--- src/rtl/sds_pkg.sv ---
// Shared types and constants of the sorted deque store.
package sds_pkg;

  localparam int CAPACITY_DEF = 16;
  localparam int KEY_W = 32;
  localparam int ID_W = 40;
  localparam int NAME_W = 16;

  typedef enum logic [2:0] {
    OP_PUSH_HEAD = 3'd0,
    OP_PUSH_TAIL = 3'd1,
    OP_SORTED    = 3'd2,
    OP_POP_HEAD  = 3'd3,
    OP_POP_TAIL  = 3'd4,
    OP_CLEAR     = 3'd5,
    OP_READ_ALL  = 3'd6
  } op_t;

  typedef enum logic [1:0] {
    STAT_OK    = 2'd0,
    STAT_EMPTY = 2'd1,
    STAT_FULL  = 2'd2
  } status_t;

  typedef struct packed {
    logic signed [KEY_W-1:0] key;
    logic [ID_W-1:0]         id;
    logic [NAME_W-1:0]       name;
  } rec_t;

  // Commands from the controller to the datapath.
  typedef struct packed {
    logic cap;       // capture the incoming record and its insert position
    logic ins;       // apply the captured insert
    logic pop_h;
    logic pop_t;
    logic clr;
    logic rd_load;
    logic rd_step;
    logic res_ok;
    logic res_empty;
    logic res_full;
  } cmd_t;

  typedef struct packed {
    logic empty;
    logic full;
    logic rd_last;
  } sts_t;

endpackage

--- src/rtl/sds_ctrl.sv ---
// Controller state machine of the sorted deque store.
module sds_ctrl (
  input  logic              clk,
  input  logic              rst,
  input  logic              start,
  input  logic [2:0]        operation,
  input  sds_pkg::sts_t     sts,
  output sds_pkg::cmd_t     cmd,
  output logic              busy
);

  typedef enum logic [2:0] {
    ST_IDLE   = 3'b001,
    ST_INSERT = 3'b010,
    ST_READ   = 3'b100
  } state_t;

  state_t state, state_next;

  assign busy = (state != ST_IDLE);

  always_comb begin
    cmd = '0;
    state_next = state;
    unique case (state)
      ST_IDLE: begin
        if (start) begin
          unique case (sds_pkg::op_t'(operation)) inside
            sds_pkg::OP_PUSH_HEAD, sds_pkg::OP_PUSH_TAIL, sds_pkg::OP_SORTED: begin
              if (sts.full) begin
                cmd.res_full = 1'b1;
              end else begin
                cmd.cap = 1'b1;
                state_next = ST_INSERT;
              end
            end
            sds_pkg::OP_POP_HEAD: begin
              if (sts.empty) cmd.res_empty = 1'b1;
              else cmd.pop_h = 1'b1;
            end
            sds_pkg::OP_POP_TAIL: begin
              if (sts.empty) cmd.res_empty = 1'b1;
              else cmd.pop_t = 1'b1;
            end
            sds_pkg::OP_CLEAR: begin
              cmd.clr = 1'b1;
              cmd.res_ok = 1'b1;
            end
            sds_pkg::OP_READ_ALL: begin
              if (sts.empty) begin
                cmd.res_empty = 1'b1;
              end else begin
                cmd.rd_load = 1'b1;
                state_next = ST_READ;
              end
            end
            default: cmd.res_ok = 1'b1;
          endcase
        end
      end
      ST_INSERT: begin
        cmd.ins = 1'b1;
        cmd.res_ok = 1'b1;
        state_next = ST_IDLE;
      end
      ST_READ: begin
        cmd.rd_step = 1'b1;
        if (sts.rd_last) state_next = ST_IDLE;
      end
      default: state_next = ST_IDLE;
    endcase
  end

  always_ff @(posedge clk) begin
    if (rst) begin
      state <= ST_IDLE;
    end else begin
      state <= state_next;
    end
  end

endmodule

--- config.mk ---
export PLATFORM = sky130hd
export DESIGN_NAME = sds_ctrl
export DESIGN_NICKNAME = d
export VERILOG_FILES = /design/src/rtl/sds_pkg.sv /design/src/rtl/sds_ctrl.sv
export SDC_FILE = /design/constraint.sdc
export NUM_CORES = 1
export LEC_CHECK = 0
export BUFFER_PORTS_ARGS = -buffer_cell sky130_fd_sc_hd__buf_2
export CELL_PAD_IN_SITES_DETAIL_PLACEMENT = 0
export CELL_PAD_IN_SITES_GLOBAL_PLACEMENT = 1
export CORE_AREA = 5 5 42 44
export DETAILED_ROUTE_END_ITERATION = 10
export DIE_AREA = 0 0 47 49
export PLACE_DENSITY_LB_ADDON = 0.15
export SLEW_MARGIN = 20
export SYNTH_ARGS = -nofsm -noshare
export SYNTH_HDL_FRONTEND = slang
export SYNTH_SLANG_ARGS = --single-unit
--- constraint.sdc ---
create_clock -name clk -period 1.63 [get_ports clk]
set_input_delay 0.326 -clock clk [delete_from_list [all_inputs] [get_ports clk]]
set_output_delay 0.326 -clock clk [all_outputs]
set_load 0.05 [all_outputs]
==> flow_metrics.env, run 1 <==
export IMPL_grt_util_met3_pct=1.48
export IMPL_die_area_um2=2300
export IMPL_rows=14
export IMPL_core_um2=1400
export IMPL_max_stage_delay_ns=0.32
export IMPL_crit_required_ns=1.30
export IMPL_drive_above_1_share_pct=73.0
export IMPL_cp_slowest_cell="dfxtp_2"
export IMPL_hpwl_um=721
export IMPL_numCtsBuffers=3
export IMPL_path_depth=5
export IMPL_crit_chain="nor4bb_2 -> buf_4 -> nand2_4 -> nor3b_4 -> buf_6"
export IMPL_multi_input_area_um2=265
export IMPL_grt_max_degree=8
export IMPL_dieHeight_um=49
export IMPL_rsz0062_at_grt="true"
export IMPL_syn_to_final_growth_pct=110
export IMPL_vias_per_cell=4.34
export IMPL_initial_utilization_pct=19.8
export IMPL_clock_skew_ns=0.000156
export IMPL_start_kind="flip-flop"
export IMPL_overflow=0
export IMPL_yosys_area_top_type="dfxtp_1"
export IMPL_relSlewSlack_pct=83.0
export IMPL_worstReg2RegEnd="state[0]$_SDFFE_PP1P_"
export IMPL_h_tree_depth=1
export IMPL_async_flop_share_pct=0
export IMPL_die_x_um=47
export IMPL_synth_area_um2=278
export IMPL_rrSetupSlack_ns=0.33
export IMPL_regMostFlops="state"
export IMPL_pwr_density_cell_nw_per_um2=539
export IMPL_cts_tree="yes"
export IMPL_avgRoutedWirePerCell_um=10.4
export IMPL_grt_first_pass_wirelength_mm=1.27
export IMPL_status="complete, but fails checks"
export IMPL_fin_nets=73
export IMPL_endpoint="cmd[0]"
export IMPL_grt_total_usage_pct=7.31
export IMPL_syn_nets=43
export IMPL_worst_slack_ns=-0.152
export IMPL_seqCellArea_um2=63.8
export IMPL_syn_area_per_cell_um2=8.17
export IMPL_root_buffer="clkbuf_4"
export IMPL_violations="negative setup slack"
export IMPL_io_pins=20
export IMPL_ys_warn_count=0
export IMPL_synth_seq_cells=3
export IMPL_yosys_top_cells_count="nand2_1 (4), nor2_1 (4), dfxtp_1 (3)"
export IMPL_end_kind="output pin"
export IMPL_synth_sequential_area_ratio_pct=21.6
export IMPL_hold_path_class="in2reg"
export IMPL_setup_viol=8
export IMPL_groute_layer_met1_usage_pct=8.10
export IMPL_wirelength_um=820
export IMPL_hold_viol=0
export IMPL_critPathBufInv=2
export IMPL_via_count=343
export IMPL_fill_cells=165
export IMPL_clkLatencyLatePin_ns=0.22
export IMPL_cp_max_fo=7
export IMPL_hold_buffers=0
export IMPL_ir_drop_mv=0.260
export IMPL_synth_main_ff_cell="dfxtp_1"
export IMPL_finalPower_w=0.000315
export IMPL_setup_tns_final_ns=-0.778
export IMPL_grt_pass1_vias=346
export IMPL_drtPass1Iterations=1
export IMPL_hold_depth=2
export IMPL_clock_sinks=3
export IMPL_reg_top3="state: 3 flops"
export IMPL_drc=0
export IMPL_reg2regPathDepth=4
export IMPL_slew_viol_final=0
export IMPL_synth_edf_count=0
export IMPL_clockBufferDepth=2
export IMPL_r2r_start="state[0]$_SDFFE_PP1P_"
export IMPL_p_leak_nw=0.289
export IMPL_cts_clk_slew_worst_paths_ns=0.03
export IMPL_post_cts_buffers=0
export IMPL_worst_pin_slew_ns=0.257
export IMPL_max_freq_ghz=0.561
export IMPL_crit_path_start="state[1]$_SDFFE_PP0P_"
export IMPL_grt_use_met2_pct=12.2
export IMPL_timing_final_crit_share_pct=109
export IMPL_antenna_found_initial=0
export IMPL_largest_reg_flops=3
export IMPL_place_gp_congestion=0.664
export IMPL_yosysTopAreaCellShare_pct=21.6
export IMPL_busiest_layer="met2"
export IMPL_worst_path_dominant_cell_family="simple AND/OR/NAND/NOR gates"
export IMPL_fin_crit_ns=1.78
export IMPL_arrival_ns=1.46
export IMPL_antenna_cells=0
export IMPL_ant_nets=0
export IMPL_netlist_top_cells_area="dfxtp_1 (22%), nand2_1 (5.4%), nand4b_2 (5.4%), nor2_1 (5.4%), nor3b_1 (5.4%)"
export IMPL_ys_types=23
export IMPL_maxCapViolations=0
export IMPL_io_buffer_count=19
export IMPL_drtIter0Drc=0
export IMPL_criticalPathCategory="reg2out"
export IMPL_netlist_instances=34
worst reg2reg max path, delay by kind of cell (launching register included):
family	cells	cell delay (ns)
AO/OA/AOI/OAI	1	0.04
buffers and inverters	1	0.15
flip-flops	1	0.31
AND/OR/NAND/NOR	2	0.68
per-stage QoR:
| step | hold slack (ns) | cell area (um2) | setup slack, ns | util [%] | std cells |
|---|---|---|---|---|---|
| final | 0.311 | 584 | -0.152 | 41.7 | 79 |
| after global routing | 0.326 | 584 | -0.240 | 41.7 | 79 |
| after CTS | 0.310 | 578 | -0.175 | 41.3 | 79 |
| after detailed placement | 0.550 | 497 | -0.0971 | 35.4 | 75 |
| after global placement | 0.546 | 497 | -0.0594 | 35.4 | 75 |
| after floorplan | 0.381 | 334 | -0.137 | - | 34 |
worst min-delay path by stage:
stage               startpoint               endpoint  slack, ns
floorplan                  rst  state[2]$_SDFFE_PP0P_       0.38
global placement           rst  state[2]$_SDFFE_PP0P_       0.55
detailed placement         rst  state[2]$_SDFFE_PP0P_       0.55
CTS                     sts[1]  state[1]$_SDFFE_PP0P_       0.31
global route               rst  state[2]$_SDFFE_PP0P_       0.33
finish                     rst  state[2]$_SDFFE_PP0P_       0.31
report_power, final:
part | switching (W) | leakage (nW) | internal, W | total, W
logic | 0.0000685 | 0.249 | 0.0000449 | 0.000113
registers | 0.00000104 | 0.0249 | 0.0000759 | 0.0000770
clock network | 0.0000332 | 0.0150 | 0.0000914 | 0.000125
metal layers:
layer | up-vias | share of wire [%]
met3 | 0 | 6.7
met1 | 154 | 40
li1 | 179 | -
met4 | 0 | 0
met5 | - | 0
met2 | 10 | 53
cell usage in the layout, fill, tap and decap left out, drive strengths merged, types with 2 or more instances in the layout:
master,netlist,final
dfxtp,3,3
nor2,4,4
nand2,5,5
buf,2,27
nand2b,2,2
nor3b,3,3
a21oi,2,2
clkbuf,0,4
nor3,3,3
logic make-up after synthesis:
| group | count (synthesis) | share of synthesized area (%) |
|---|---|---|
| compound gates | 4 | 10.8 |
| buf+inv | 3 | 5.85 |
| flops | 3 | 21.6 |
| mux | 1 | 3.60 |
| simple gates | 23 | 58.1 |
final cells by class:
| type | instances | area share (%) |
|---|---|---|
| Clock buffer | 4 | 4.50 |
| Inverter | 1 | 0.642 |
| Multi-Input combinational cell | 28 | 45.4 |
| Sequential cell | 3 | 10.9 |
| Tap cell | 16 | 3.43 |
| Timing Repair Buffer | 27 | 35.1 |
timing repair:
action,CTS,global route
endpoints found under the setup margin,8,8
pin swaps,1,1
resized for setup,17,1
Note: power is estimated with default switching activity, not from simulation.
==> run 2, diff against run 1 <==
--- a/config.mk
+++ b/config.mk
@@ -5,7 +5,7 @@
 export SDC_FILE = /design/constraint.sdc
 export NUM_CORES = 1
 export LEC_CHECK = 0
-export BUFFER_PORTS_ARGS = -buffer_cell sky130_fd_sc_hd__buf_2
+export BUFFER_PORTS_ARGS = -buffer_cell sky130_fd_sc_hd__buf_4
 export CELL_PAD_IN_SITES_DETAIL_PLACEMENT = 0
 export CELL_PAD_IN_SITES_GLOBAL_PLACEMENT = 1
 export CORE_AREA = 5 5 42 44
==> flow_metrics.env, run 2 (synthesis results as in run 1) <==
export IMPL_fill_cells=162
export IMPL_post_cts_buffers=0
export IMPL_clockBufferDepth=2
export IMPL_place_ws_ns=-0.0313
export IMPL_finalInstanceArea_um2=594
export IMPL_antenna_cells=0
export IMPL_hpwl_um=758
export IMPL_initial_utilization_pct=19.8
export IMPL_die_x_um=47
export IMPL_drtIter0Drc=3
export IMPL_grt_total_usage_pct=9.16
export IMPL_vias_per_cell=4.48
export IMPL_place_gp_congestion=0.759
export IMPL_io_pins=20
export IMPL_finalPower_w=0.000322
export IMPL_clock_sinks=3
export IMPL_grt_first_pass_wirelength_mm=1.49
export IMPL_ir_drop_mv=0.199
export IMPL_core_um2=1400
export IMPL_clock_skew_ns=0.00401
export IMPL_via_count=345
export IMPL_hold_path_class="in2reg"
export IMPL_setup_viol=8
export IMPL_status="complete, but fails checks"
export IMPL_maxCapViolations=0
export IMPL_placed_area_um2=529
export IMPL_rows=14
export IMPL_fin_nets=71
export IMPL_drtPass1Iterations=4
export IMPL_final_util_pct=42.4
export IMPL_slew_viol_final=0
export IMPL_cts_tree="yes"
export IMPL_end_kind="output pin"
export IMPL_overflow=0
export IMPL_max_stage_delay_ns=0.31
export IMPL_worst_slack_ns=-0.176
export IMPL_p_leak_nw=0.282
export IMPL_reg_top3="state: 3 flops"
export IMPL_syn_to_final_growth_pct=114
export IMPL_max_freq_ghz=0.554
export IMPL_violations="negative setup slack"
export IMPL_crit_required_ns=1.30
export IMPL_start_kind="flip-flop"
export IMPL_drc=0
export IMPL_rsz0062_at_grt="true"
export IMPL_root_buffer="clkbuf_4"
export IMPL_h_tree_depth=1
export IMPL_final_cell_mix="buf_4 (17), buf_6 (7), nand2_1 (4)"
export IMPL_numCtsBuffers=3
export IMPL_grt_pass1_vias=376
export IMPL_clkLatencyLatePin_ns=0.23
export IMPL_crit_chain="nor4bb_1 -> buf_4 -> nand2_4 -> nor3b_4 -> buf_6"
export IMPL_fin_crit_ns=1.81
export IMPL_dieHeight_um=49
export IMPL_drive_above_1_share_pct=72.1
export IMPL_arrival_ns=1.48
export IMPL_pwr_density_cell_nw_per_um2=542
export IMPL_hold_viol=0
export IMPL_grt_max_degree=9
export IMPL_timing_final_crit_share_pct=111
export IMPL_largest_reg_flops=3
export IMPL_io_buffer_count=19
export IMPL_holdWs_ns=0.273
export IMPL_relSlewSlack_pct=82.6
export IMPL_wirelength_um=898
export IMPL_antenna_found_initial=0
export IMPL_avgRoutedWirePerCell_um=11.7
export IMPL_cp_max_fo=7
export IMPL_regMostFlops="state"
export IMPL_die_area_um2=2300
export IMPL_ant_nets=0
export IMPL_cp_slowest_cell="dfxtp_2"
export IMPL_worst_pin_slew_ns=0.258
export IMPL_cts_clk_slew_worst_paths_ns=0.04
export IMPL_final_common_cell="buf_4"
export IMPL_criticalPathCategory="reg2out"
-- run 2: cell types whose count changed in the layout (fill, tap and decap cells not counted) --
cell / previous run / this run
buf_2: 11 / 0
buf_4: 8 / 17
buf_6: 8 / 7
buf_8: 0 / 1
inv_1: 1 / 0
inv_2: 0 / 1
nor4bb_1: 0 / 1
nor4bb_2: 1 / 0
-- run 2: worst max-delay path: cells and delay by family, from the launching register on --
kind | cells | cell delay [ns]
flip-flops | 1 | 0.31
buffers and inverters | 2 | 0.40
AND/OR/NAND/NOR | 3 | 0.53
-- run 2: layout make-up --
cell class / instances / area (um2) / area share (%)
clock buffer: 4 / 26.3 / 4.42
inverter: 1 / 3.75 / 0.632
multi-input combinational: 28 / 259 / 43.6
sequential: 3 / 63.8 / 10.7
tap: 16 / 20.0 / 3.37
timing repair buffer: 25 / 221 / 37.3
-- run 2: final timing paths --
| path | from | endpoint | slack (ns) | cells past startpoint |
|---|---|---|---|---|
| setup / recovery | state[1]$_SDFFE_PP0P_ | cmd[0] | -0.18 | 5 |
| setup reg to reg | state[0]$_SDFFE_PP1P_ | state[0]$_SDFFE_PP1P_ | 0.32 | 4 |
| hold / removal | rst | state[2]$_SDFFE_PP0P_ | 0.27 | 2 |
| hold reg to reg | state[1]$_SDFFE_PP0P_ | state[2]$_SDFFE_PP0P_ | 0.68 | 3 |
-- run 2: metrics by stage --
| step | cells | setup TNS, ns |
|---|---|---|
| detailed placement | 73 | -0.0813 |
| CTS | 77 | -1.04 |
| global placement | 73 | -0.0683 |
| floorplan | 34 | -0.195 |
| finish | 77 | -0.993 |
| global route | 77 | -1.45 |
-- run 2: power by group --
part	total (W)	internal, W	switching (W)
clock	0.000129	0.0000916	0.0000370
sequential	0.0000768	0.0000759	0.000000956
combinational	0.000117	0.0000479	0.0000687
-- run 2: what timing repair did --
| item | CTS | global route |
|---|---|---|
| hold buffers | 0 | 0 |
| pin swaps | 0 | 1 |
| endpoints found under the setup margin | 8 | 8 |
| hold endpoints to repair | 0 | 0 |
| resized for setup | 11 | 0 |
-- run 2: per-layer routing --
layer  up-vias  track usage (%)  share of wire [%]
met2        10             16.5                 60
met3         0             1.48                6.7
met5         -                0                  0
met4         0             8.29                  0
li1        174                -                  -
met1       161             7.71                 33
